**src/hw/rtl/hpa_ram.sv**
```systemverilog
// ----------------------------------------------------------------------------
// hpa_ram
// Simple dual-port RAM: one write port, one read port, registered read data.
// ----------------------------------------------------------------------------
module hpa_ram #(
	parameter int DEPTH = 256,
	parameter int WIDTH = 8
) (
	input  logic                     clk,
	input  logic                     we,
	input  logic [$clog2(DEPTH)-1:0] waddr,
	input  logic [WIDTH-1:0]         wdata,
	input  logic [$clog2(DEPTH)-1:0] raddr,
	output logic [WIDTH-1:0]         rdata
);

	logic [WIDTH-1:0] mem [DEPTH];

	always_ff @(posedge clk) begin
		if (we) begin
			mem[waddr] <= wdata;
		end
		rdata <= mem[raddr];
	end

endmodule

```
**config.mk**
```make
export PLATFORM = sky130hd
export DESIGN_NAME = hpa_ram
export DESIGN_NICKNAME = d
export VERILOG_FILES = /design/src/hw/rtl/hpa_ram.sv
export SDC_FILE = /design/constraint.sdc
export NUM_CORES = 2
export LEC_CHECK = 0
export ABC_AREA = 0
export BUFFER_PORTS_ARGS = -buffer_cell sky130_fd_sc_hd__buf_2
export CAP_MARGIN = 20
export CORE_ASPECT_RATIO = 0.8
export CORE_UTILIZATION = 35
export CTS_CLUSTER_DIAMETER = 40
export DETAILED_ROUTE_END_ITERATION = 8
export SYNTH_ARGS = -nofsm -noshare
export SYNTH_HDL_FRONTEND = slang
export SYNTH_SLANG_ARGS = --single-unit
```
**constraint.sdc**
```tcl
create_clock -name clk -period 6.35 [get_ports clk]
set_clock_uncertainty 0.05 [all_clocks]
set_input_delay 1.27 -clock clk [delete_from_list [all_inputs] [get_ports clk]]
set_output_delay 1.27 -clock clk [all_outputs]
set_load 0.03 [all_outputs]
```
* Yosys cells after proc, flatten, opt, wreduce, memory -nomap -nowiden
Memory sizes are Yosys's and may differ from the RTL's. A register that Yosys moved wholly into a read port is not among the register bits. Cells that the tools add are included.
Storage, ports and cells: bits in registers 0, ROM bits 0, bits in latches 0, output and inout bits 8, RAM bits 2048, memories 1
Cells by class: div/mod/pow operators 0, shift operators 0, add/sub/neg operators 0, eq/ne operators 0, multipliers 0, $lt $le $gt $ge 0, reduce and logical (&&, ||, !) cells 0, mux-type cells 2, bitwise logic cells 0
Memory list:
- mem | depth 256, bits a word 8, rd ports 1, clocked after memory_dff 1, wr ports 1, line 17 | logic [WIDTH-1:0] mem [DEPTH];
Operators with widths (count):
- $mux W1 | 2

* Logic depth before layout (Yosys ltp)
depth in word-level cells 2, gate-level depth with buffers 11

* Worst setup path before layout
No wires, ideal clock.
path kind input -> register, start point input raddr[0], end point register rdata[2] (read register of mem), slack 3.092 ns, arrival time 3.077 ns, required time 6.169 ns, library setup time 0.131 ns, path buffers 4, stages on the path 9, cells stage by stage buf_6 -> buf_12 -> buf_8 -> buf_2 -> mux4_2 -> a22oi_1 -> a21oi_1 -> nor4_1 -> nor4_2
RTL lines:
- start, declared | line 13 | input logic [$clog2(DEPTH)-1:0] raddr,
- end, declared | line 14 | output logic [WIDTH-1:0] rdata

==> insert_results.sql <==
INSERT INTO impl_metrics (metric_group, metric, value, unit) VALUES
('floorplanning', 'die_height', '428', 'um'),
('floorplanning', 'num_rows', '156', ''),
('layout', 'nets', '3863', ''),
('setup_path', 'critPathSlowestCell', 'sky130_fd_sc_hd__a221oi_1', ''),
('hold_path', 'min_from', 'wdata[7]', ''),
('setup_path', 'maximum_net_fanout_on_the_critical_path', '25', ''),
('synthesis', 'syn-mean-instance-area', '21.3', 'um^2'),
('synthesis', 'synth_area', '79600', 'um^2'),
('layout', 'drive_gt1_share', '22.5', '%'),
('placed_design', 'portBuffers', '33', ''),
('floorplanning', 'io_pins', '34', ''),
('outcome', 'status', 'complete, no violations', ''),
('synthesis', 'yosys_register_bits', '2056', ''),
('setup_path', 'timing.critical_path.to_type', 'flop', ''),
('setup_path', 'worst_setup_slack_for_register_to_register_paths', '3190', 'ps'),
('clock_network', 'cts_root_buf', 'sky130_fd_sc_hd__clkbuf_16', ''),
('synthesis', 'synth.largest_area_cell', 'sky130_fd_sc_hd__edfxtp_1', ''),
('synthesis', 'synth_adder_area_share', '0', '%'),
('floorplanning', 'die-area', '229000', 'um^2'),
('timing', 'timing.fmax', '239', 'MHz'),
('routing', 'detail-route-antenna-nets', '0', ''),
('global_routing', 'pin_count_of_the_biggest_net_entering_global_routing', '205', ''),
('global_routing', 'antenna_found_initial', '21', ''),
('power_and_ir_drop', 'power-per-cell-area', '317', 'nW/um^2'),
('timing', 'final.min_clock_period', '4180', 'ps'),
('timing', 'drv_slew', '0', ''),
('global_routing', 'vias_in_the_first_global_route', '38500', ''),
('setup_path', 'critical_path_arrival', '4800', 'ps'),
('power_and_ir_drop', 'static-leakage-power', '27.2', 'nW'),
('routing', 'route.detailed.vias_per_inst', '5.56', ''),
('clock_network', 'cts.htree.levels', '4', ''),
('timing', 'fin_hold_ws', '840', 'ps'),
('global_routing', 'grt_pass1_wl', '288000', 'um'),
('floorplanning', 'initial_utilization', '35.2', '%'),
('timing', 'rsz0062_at_grt', 'false', ''),
('setup_path', 'endpoint_required_time_on_the_critical_path', '6970', 'ps'),
('synthesis', 'synth-compound-area-share', '3.42', '%'),
('clock_network', 'clock_latency', '850', 'ps'),
('timing', 'period_utilization_post_route', '65.8', '%'),
('clock_network', 'number_of_resized_instances_in_the_post_cts_repair_step', '0', ''),
('hold_path', 'min-delay-path-class', 'in2reg', ''),
('routing', 'drc', '0', ''),
('clock_network', 'clkSinkCount', '2056', ''),
('synthesis', 'netlist_top_cells_area', 'sky130_fd_sc_hd__edfxtp_1 77%, sky130_fd_sc_hd__mux4_2 13%, sky130_fd_sc_hd__mux2i_1 1.7%, sky130_fd_sc_hd__nor2_1 1.3%, sky130_fd_sc_hd__a22oi_1 1.3%', ''),
('timing', 'worstMarginPinSlew', '1390', 'ps'),
('placed_design', 'detailedPlacementHpwl', '122000', 'um'),
('setup_path', 'path_common_cell', 'sky130_fd_sc_hd__buf_4', ''),
('synthesis', 'number_of_distinct_standard_cells_referenced_by_the_synthesized_netlist', '55', ''),
('synthesis', 'yosys_most_used_dff', 'sky130_fd_sc_hd__edfxtp_1', ''),
('setup_path', 'timing.critical_path.slowest_cell_delay', '1070', 'ps'),
('clock_network', 'post-cts-setup-buffers', '0', ''),
('setup_path', 'start_kind', 'primary input', ''),
('floorplanning', 'die-width', '535', 'um'),
('timing', 'finalSetupViolCount', '0', ''),
('synthesis', 'synth_edf_count', '2048', ''),
('floorplanning', 'core-area', '226000', 'um^2'),
('routing', 'detail_route.wirelength', '202000', 'um'),
('synthesis', 'ys.warnings.count', '0', ''),
('synthesis', 'synthXorXnorAreaFrac', '0', '%'),
('synthesis', 'synth_simple_gate_area_share', '2.63', '%'),
('setup_path', 'cp_cell_sequence', 'buf_4, buf_4, nor2b_4, buf_4, a22o_1, a221oi_1, o32ai_1, nor3_1, nor4_1', ''),
('clock_network', 'clkTransAtPathRegs', '60', 'ps'),
('global_routing', 'grt_use_total', '17.4', '%'),
('synthesis', 'synth_largest_type_area_fraction', '77.3', '%'),
('power_and_ir_drop', 'max-vdd-ir-drop', '0.000202', 'V'),
('clock_network', 'tritoncts', 'built', ''),
('layout', 'filler_cell_count', '19700', ''),
('synthesis', 'synth_top_family_by_area', 'multiplexers', ''),
('synthesis', 'synth_nets', '3759', ''),
('routing', 'routed-via-count', '39000', ''),
('synthesis', 'syn_inst', '3733', '');
power breakdown:
group	switching, mW	internal (mW)	total [mW]
clock network	5.19	6.93	12.1
registers	0.0256	15.0	15.0
logic	0.907	0.444	1.35
total	6.12	22.3	28.5
through the flow:
step | setup slack [ps] | util (%) | area, um^2 | instances | power, mW
after floorplan | 3090 | - | 79600 | 3733 | 16.0
after global placement | 1200 | 36.8 | 83100 | 6627 | 16.6
after detailed placement | 1490 | 36.8 | 83100 | 6630 | 16.6
after CTS | 2360 | 39.7 | 89700 | 6994 | 28.6
after global routing | 2170 | 39.7 | 89800 | 6998 | 29.2
final | 2170 | 39.8 | 89800 | 7007 | 28.5
cells by family after synthesis:
logic type	after synthesis
multiplexers	591
AO/OA/AOI/OAI	385
buffers and inverters	235
AND/OR/NAND/NOR	466
flip-flops	2056
flip-flops by register name, indices dropped and copies added (netlist names):
| signal | count |
|---|---|
| mem | 2048 |
| rdata | 8 |
synth_stat cells, types with 5 or more instances:
library cell               instances
sky130_fd_sc_hd__buf_1            22
sky130_fd_sc_hd__o221ai_1         46
sky130_fd_sc_hd__a21oi_1          96
sky130_fd_sc_hd__nor4_1           24
sky130_fd_sc_hd__clkbuf_1        111
sky130_fd_sc_hd__nor3_1           22
sky130_fd_sc_hd__nand2_1          33
sky130_fd_sc_hd__a22o_1            8
sky130_fd_sc_hd__nand4_1          10
sky130_fd_sc_hd__edfxtp_1       2048
sky130_fd_sc_hd__a211oi_1         16
sky130_fd_sc_hd__nand2b_1          8
sky130_fd_sc_hd__mux2i_1         134
sky130_fd_sc_hd__o22a_1            5
sky130_fd_sc_hd__and2_1            6
sky130_fd_sc_hd__dfxtp_1           8
sky130_fd_sc_hd__o21ai_0          10
sky130_fd_sc_hd__buf_4            27
sky130_fd_sc_hd__mux4_2          454
sky130_fd_sc_hd__a221oi_1         13
sky130_fd_sc_hd__o22ai_1          28
sky130_fd_sc_hd__buf_6            21
sky130_fd_sc_hd__buf_8            13
sky130_fd_sc_hd__nor2b_1          31
sky130_fd_sc_hd__o211ai_1         10
sky130_fd_sc_hd__nand3_1          34
sky130_fd_sc_hd__buf_2            31
sky130_fd_sc_hd__nor2_1          282
sky130_fd_sc_hd__a22oi_1         133
sky130_fd_sc_hd__buf_12            8
per-layer routing:
metal	part of all wire [%]	track usage, %	vias to the layer above
met5	0.0064	0	-
met4	2.0	3.69	2
met3	9.3	3.63	299
met2	46	26.1	1862
met1	43	26.0	20900
li1	-	-	15900
layout by cell type (no fill, tap or decap), drive strengths merged, types with 47 or more instances in the layout:
cell,count
edfxtp,2048
mux4,456
nor2,282
clkbuf,235
mux2i,134
a22oi,133
buf,129
a21oi,96
clkinv,87
o221ai,47
worst reg2reg max path: cells and delay by family, from the launching register on:
kind	cells	cell delay, ps
compound gates	3	1600
simple gates	2	510
mux	1	460
flops	1	370
path summary, 6_finish.rpt:
path	end	cells after the start
min	mem[14][7]$_DFFE_PP_	1
min reg2reg	rdata[3]$_DFF_P_	6
max reg2reg	rdata[3]$_DFF_P_	6
max	rdata[3]$_DFF_P_	9
area by class of cell:
type                            instances  area, um^2  share of cell area (%)
Inverter                                2        7.51                 0.00836
Timing Repair Buffer                  132        1230                    1.37
Clock buffer                          232        5210                    5.80
Sequential cell                      2056       61700                    68.7
Antenna cell                            9        22.5                  0.0251
Tap cell                             3002        3760                    4.18
Multi-Input combinational cell       1442       16500                    18.4
Clock inverter                        132        1400                    1.56
No activity file was read; power rests on OpenSTA's default activity.
