<file path="src/hw/rtl/hpa_pkg.sv">
// ----------------------------------------------------------------------------
// hpa_pkg
// Shared constants, codes and types of the handle pool allocator.
// ----------------------------------------------------------------------------
package hpa_pkg;

	localparam int MAX_SLOTS      = 256;
	localparam int POOL_CAP       = (MAX_SLOTS < 256) ? MAX_SLOTS : 256;
	localparam int ID_W           = 8;
	localparam int CNT_W          = 9;
	localparam int DEFAULT_GROWTH = 16;

	typedef enum logic [2:0] {
		MODE_ACQUIRE     = 3'd0,
		MODE_RELEASE     = 3'd1,
		MODE_PREWARM     = 3'd2,
		MODE_SHRINK      = 3'd3,
		MODE_CLEAR       = 3'd4,
		MODE_CONSTRUCT   = 3'd5,
		MODE_RELEASE_ALL = 3'd6,
		MODE_NOP         = 3'd7
	} mode_t;

	typedef enum logic [1:0] {
		ST_OK         = 2'd0,
		ST_EXHAUSTED  = 2'd1,
		ST_NOT_ACTIVE = 2'd2,
		ST_RSVD       = 2'd3
	} status_t;

	typedef enum logic [1:0] {
		GROW_FIXED  = 2'd0,
		GROW_LINEAR = 2'd1,
		GROW_DOUBLE = 2'd2,
		GROW_HALF   = 2'd3
	} growth_t;

	localparam logic [1:0] REG_INITIAL_CAPACITY = 2'd0;
	localparam logic [1:0] REG_CAPACITY_LIMIT   = 2'd1;
	localparam logic [1:0] REG_GROWTH_MODE      = 2'd2;

	typedef struct packed {
		logic            set;
		logic            clr;
		logic            clr_all;
		logic [ID_W-1:0] idx;
	} id_cmd_t;

endpackage

</file>
<file path="src/hw/rtl/hpa_id_map.sv">
// ----------------------------------------------------------------------------
// hpa_id_map
// One flag per handle id telling whether the id has been created.
// ----------------------------------------------------------------------------
module hpa_id_map
	import hpa_pkg::*;
(
	input  logic    clk,
	input  logic    arst_n,
	input  id_cmd_t cmd,
	output logic    in_use
);

	logic [POOL_CAP-1:0] used_q;

	assign in_use = used_q[cmd.idx];

	always_ff @(posedge clk or negedge arst_n) begin
		if (!arst_n) begin
			used_q <= '0;
		end else if (cmd.clr_all) begin
			used_q <= '0;
		end else if (cmd.set) begin
			used_q[cmd.idx] <= 1'b1;
		end else if (cmd.clr) begin
			used_q[cmd.idx] <= 1'b0;
		end
	end

endmodule

</file>
<file path="config.mk">
export PLATFORM = sky130hd
export DESIGN_NAME = hpa_id_map
export DESIGN_NICKNAME = d
export VERILOG_FILES = /design/src/hw/rtl/hpa_pkg.sv /design/src/hw/rtl/hpa_id_map.sv
export SDC_FILE = /design/constraint.sdc
export NUM_CORES = 1
export LEC_CHECK = 0
export ABC_CLOCK_PERIOD_IN_PS = 2400
export BUFFER_PORTS_ARGS = -buffer_cell sky130_fd_sc_hd__buf_2
export CORE_MARGIN = 4
export CORE_UTILIZATION = 55
export DETAILED_ROUTE_END_ITERATION = 12
export PLACE_DENSITY = 0.71
export SLEW_MARGIN = 0
export SYNTH_ARGS = -nofsm -noshare
export SYNTH_HDL_FRONTEND = slang
export SYNTH_SLANG_ARGS = --single-unit
</file>
<file path="constraint.sdc">
create_clock -name clk -period 2.4 [get_ports clk]
set_input_delay 0 -clock clk [delete_from_list [all_inputs] [get_ports clk]]
set_output_delay 0 -clock clk [all_outputs]
set_load 0.01 [all_outputs]
</file>
# Word-level counts from Yosys, hierarchy flattened
# Cells that the tools add are included.
[totals]
ff_bits = 256
inputBits = 13
[op_classes]
reduce_logical = 2
bitwise = 3
mux = 7
order_cmp = 2
[op_table]
columns = ["op", "count"]
rows = [
  ["$mux W256", 3],
  ["$and A256 B256 Y256", 1],
  ["$not A256 Y256", 1],
  ["$or A256 B256 Y256", 1],
  ["$lt A8 B9 Y1 const B", 1],
  ["$bmux W1 S8", 1],
  ["$demux W1 S8", 1],
  ["$ge A8 B1 Y1 const B", 1],
  ["$reduce_bool A3 Y1", 1],
  ["$mux W1", 2],
  ["$logic_and A1 B1 Y1", 1],
]

# Depth between registers and ports, before layout
[depth]
depth_word = 9
depth_mapped = 9
mapped_depth_nobuf = 6

# Worst setup path after synthesis
# OpenSTA, ideal clock, no wires.
[synth_timing]
path_kind = "input port to output port"
start = "input port cmd[1] (netlist name)"
end = "output port in_use"
setup_slack_ns = 0.499
arrival_ns = 1.901
path_buffers = 3
stages = 9
required_ns = 2.400
cell_sequence = "buf_2 -> buf_2 -> clkbuf_1 -> mux4_2 -> a22oi_1 -> a21oi_1 -> nor4_1 -> o22ai_1 -> a211o_1"
[synth_via]
elab_chain_len = 2
[synth_rtl]
columns = ["item", "line", "rtl"]
rows = [
  ["start: declaration", "hpa_id_map.sv:10", "input id_cmd_t cmd,"],
  ["$bmux W1 S8", "hpa_id_map.sv:16", "assign in_use = used_q[cmd.idx];"],
  ["$mux W1 (not written as such)", "hpa_id_map.sv:16", ""],
  ["end: declaration", "hpa_id_map.sv:11", "output logic in_use"],
]
# Every way passes these cells. The select of a mux whose other input is x is not followed.

# Final worst setup path
[layout_timing]
start = "register used_q[57]"
end = "output port in_use"
[layout_via]
elab_chain_len = 2
[layout_rtl]
columns = ["item", "line", "rtl"]
rows = [
  ["start: declaration", "hpa_id_map.sv:14", "logic [POOL_CAP-1:0] used_q;"],
  ["start signal: assignment", "hpa_id_map.sv:20", "used_q <= '0;"],
  ["start signal: assignment", "hpa_id_map.sv:22", "used_q <= '0;"],
  ["start signal: indexed assignment", "hpa_id_map.sv:24", "used_q[cmd.idx] <= 1'b1;"],
  ["$bmux W1 S8", "hpa_id_map.sv:16", ""],
  ["$mux W1 (not written as such)", "hpa_id_map.sv:16", ""],
]
# Every way passes these cells. The select of a mux whose other input is x is not followed.

==> metrics.md <==
| Metric | Value |
|---|---|
| Status | finished, violations left |
| Violated checks | setup timing |
| Synth cell types | 31 |
| Vias in the first global route | 11,500 |
| Delay-heaviest family, CP | compound AO/OA/AOI/OAI gates |
| Starting DRC count in detailed routing | 1,401 |
| Worst EP required | 2400 ps |
| CTS Buffer Depth | 3 |
| Power per cell area | 627 nW/um^2 |
| Worst stage delay on the critical path | 530 ps |
| Hold Vio Cnt, Final | 0 |
| Post-Syn Nets | 1,374 |
| Synth Instances | 1,361 |
| Simple-gate share of the synthesized area | 11.2% |
| Max transition margin | 38.3% |
| Routed WL | 43,700 microns |
| Final Cell Area | 14,700 sq um |
| H-tree levels | 1 |
| Area Overhead vs Synth | 15.7% |
| IO Port Bufs | 13 |
| Sequential cell area fraction in the yosys report | 50.4% |
| Xor-xnor portion of the synthesized cell area | 0% |
| CTS Sinks | 256 |
| Crit end category | primary output |
| Mapped Area | 12,700 sq um |
| LEAKAGE | 5.83 nW |
| Core Rows | 55 |
| Die X-Extent | 160 microns |
| DP HPWL | 27,400 microns |
| Post-synth EDFFs | 0 |
| CTS buffer count | 28 |
| Most common cell in the netlist | nand2_1 |
| 1st-pass router iterations | 5 |
| Setup WS post-layout | -299 ps |
| Synth Area in Compound Gates | 22.9% |
| Final nets | 1,404 |
| Yosys reg bits | 256 |
| Top Ports | 14 |
| Top-area cell type share of the netlist area | 50.4% |
| Final setup fails | 1 |
| CTS tree | built |
| First-pass GRT wire length | 67,300 microns |
| Worst-Margin Slew | 923 ps |
| Maximum VDD drop | 0.480 mV |
| Dpl cell area | 13,700 sq um |
| Commonest cells post-synth | nand2_1, a21oi_1, dfrtp_1, o21ai_0, clkbuf_1 |
| Top fanout value on the critical path | 2 |
| Antenna Nets Post-Route | 0 |
| Top Registers | used_q x256 |
| Wire per inst | 25.7 microns |
| Starting Density | 56.0% |
| Gr usage total | 33.7% |
| Via density | 6.89 |
| Largest net degree at the start of global routing | 84 |
| Number of flip-flops in the largest register | 256 |
| Area contributors post-synth | dfrtp_1, mux4_2, a21oi_1 |
| Synth area leader | dfrtp_1 |
| Min Hold Slack | 49.5 ps |
| Type of the worst min-delay path | input port to async pin |
| Max-slew violation count | 0 |
| Post-Layout Cell Count | 1,696 |
| Crit path cell chain | mux4_1 > a22oi_2 > a21oi_2 > or4_1 > a211o_1 > buf_2 |
| Reg with most FFs | used_q |
| Layout cell share with drive strength beyond 1 | 17.9% |
| Placed cell count | 1,644 |
| YS warnings | 0 |
| Routability cong. | 0.948 |
| Max Fclk | 0.370 GHz |
| Minimum clock period | 2700 ps |
| Worst Path Buf+Inv | 1 |
| Unrepaired setup endpoints after global routing | true |
| DIE HEIGHT | 160 microns |
| Die area | 25,600 sq um |
| Total gr overflow | 0 |
| Post-synthesis mux area share | 11.4% |
| Fin crit share | 112% |
| Clk slew on worst S/H paths | 60 ps |
| CP Class | register to primary output |
| R2r setup slk | 1600 ps |
| Main combinational cell family by area after synthesis | compound AO/OA/AOI/OAI gates |
| Worst skew pair latency | 540 ps |
| CTS root buf | clkbuf_16 |
| CP max stage cell | or4_1 |
| Max cap viols | 0 |
| Vias | 11,700 |
| DRC | 0 |
| Ys async rst share | 100% |
| Startpoint types | register |
| Initial antenna violation count | 0 |
| CORE AREA | 22,700 sq um |
| Most used DFF post-synth | dfrtp_1 |
| CP Data Arrival Time | 2700 ps |
| Syn Area/Cell | 9.35 sq um |
| Fin Clk Skew | 0 ps |
| Synth Area in Adders | 0% |
==> placed cells by master (no fill, tap or decap), types with 3 or more instances in the layout <==
cell       synthesis  layout
a21boi_1           2       3
a21oi_1          270     266
a21oi_2            0       4
a22oi_1           32      21
a22oi_2            0      11
buf_12             0      19
buf_2             15       9
buf_4              4      92
clkbuf_1         100       6
clkbuf_16          0      28
clkbuf_8           0       7
clkinv_2           0       5
dfrtp_1          256     256
mux4_2            62      62
nand2_1          289     289
nand2b_1           6       6
nand3_1            5       5
nor2_1            26      25
nor2b_1            6       4
nor3_1             9       6
nor3_2             1       4
o21ai_0          256     256
==> area by class of cell <==
type	instances	area, sq um
clock buffer	41	820
multi-input combinational	981	5890
tap	285	357
timing repair buffer	124	1160
clock inverter	8	78.8
fill	1784	8000
sequential	256	6410
antenna	1	2.50
==> through the flow <==
stage / util [%] / setup TNS, ps / power [W] / setup WS, ps
6_report: 64.8 / -299 / 0.00922 / -299
3_3_place_gp: 60.3 / -10.7 / 0.00506 / -10.7
4_1_cts: 64.8 / -305 / 0.00924 / -305
5_1_grt: 64.8 / -364 / 0.00946 / -364
2_1_floorplan: - / 0 / 0.00472 / 499
3_5_place_dp: 60.3 / 0 / 0.00506 / 28.3
==> repair_timing <==
| item | 4_1_cts | 5_1_grt |
|---|---|---|
| resized for setup | 17 | 0 |
| pin swaps | 11 | 1 |
| endpoints found under the setup margin | 1 | 1 |
| hold buffers | 3 | 0 |
| hold endpoints to repair | 289 | 0 |
| cloned | 0 | 0 |
| setup buffers | 0 | 0 |
==> routing by layer <==
layer / vias to the layer above / global-route usage (%) / wire [microns]
li1: 4902 / - / -
met1: 5715 / 45.7 / 16100
met2: 868 / 50.0 / 19100
met3: 192 / 10.8 / 5880
met4: 0 / 15.9 / 2590
met5: - / 0 / 0
==> power by group <==
part           internal (W)  total (W)  switching [W]
logic              0.000180   0.000682       0.000501
registers           0.00433    0.00433     0.00000470
clock network       0.00246    0.00421        0.00175
total               0.00697    0.00922        0.00225
==> worst register-to-register path, stage by stage, from the launching register on <==
cell and delay (ps):
dfrtp_1 370, o21ai_0 100, a21oi_1 230
==> cell families (layout without fill, tap and decap cells) <==
family,after synthesis,after routing
simple gates,354,354
mux,64,64
flops,256,256
buf+inv,124,173
compound gates,563,563
other cells,0,1
==> worst paths after layout <==
path | from | to | cells after the start
hold reg to reg | used_q[218] | used_q[218] | 2
setup / recovery | used_q[57] | in_use | 6
min in group clk | cmd[3] | used_q[18] | 5
hold / removal | arst_n | used_q[45] | 3
max in group asynchronous | arst_n | used_q[67] | 3
setup reg to reg | used_q[226] | used_q[226] | 2
Power figures use the tool's default switching activity.
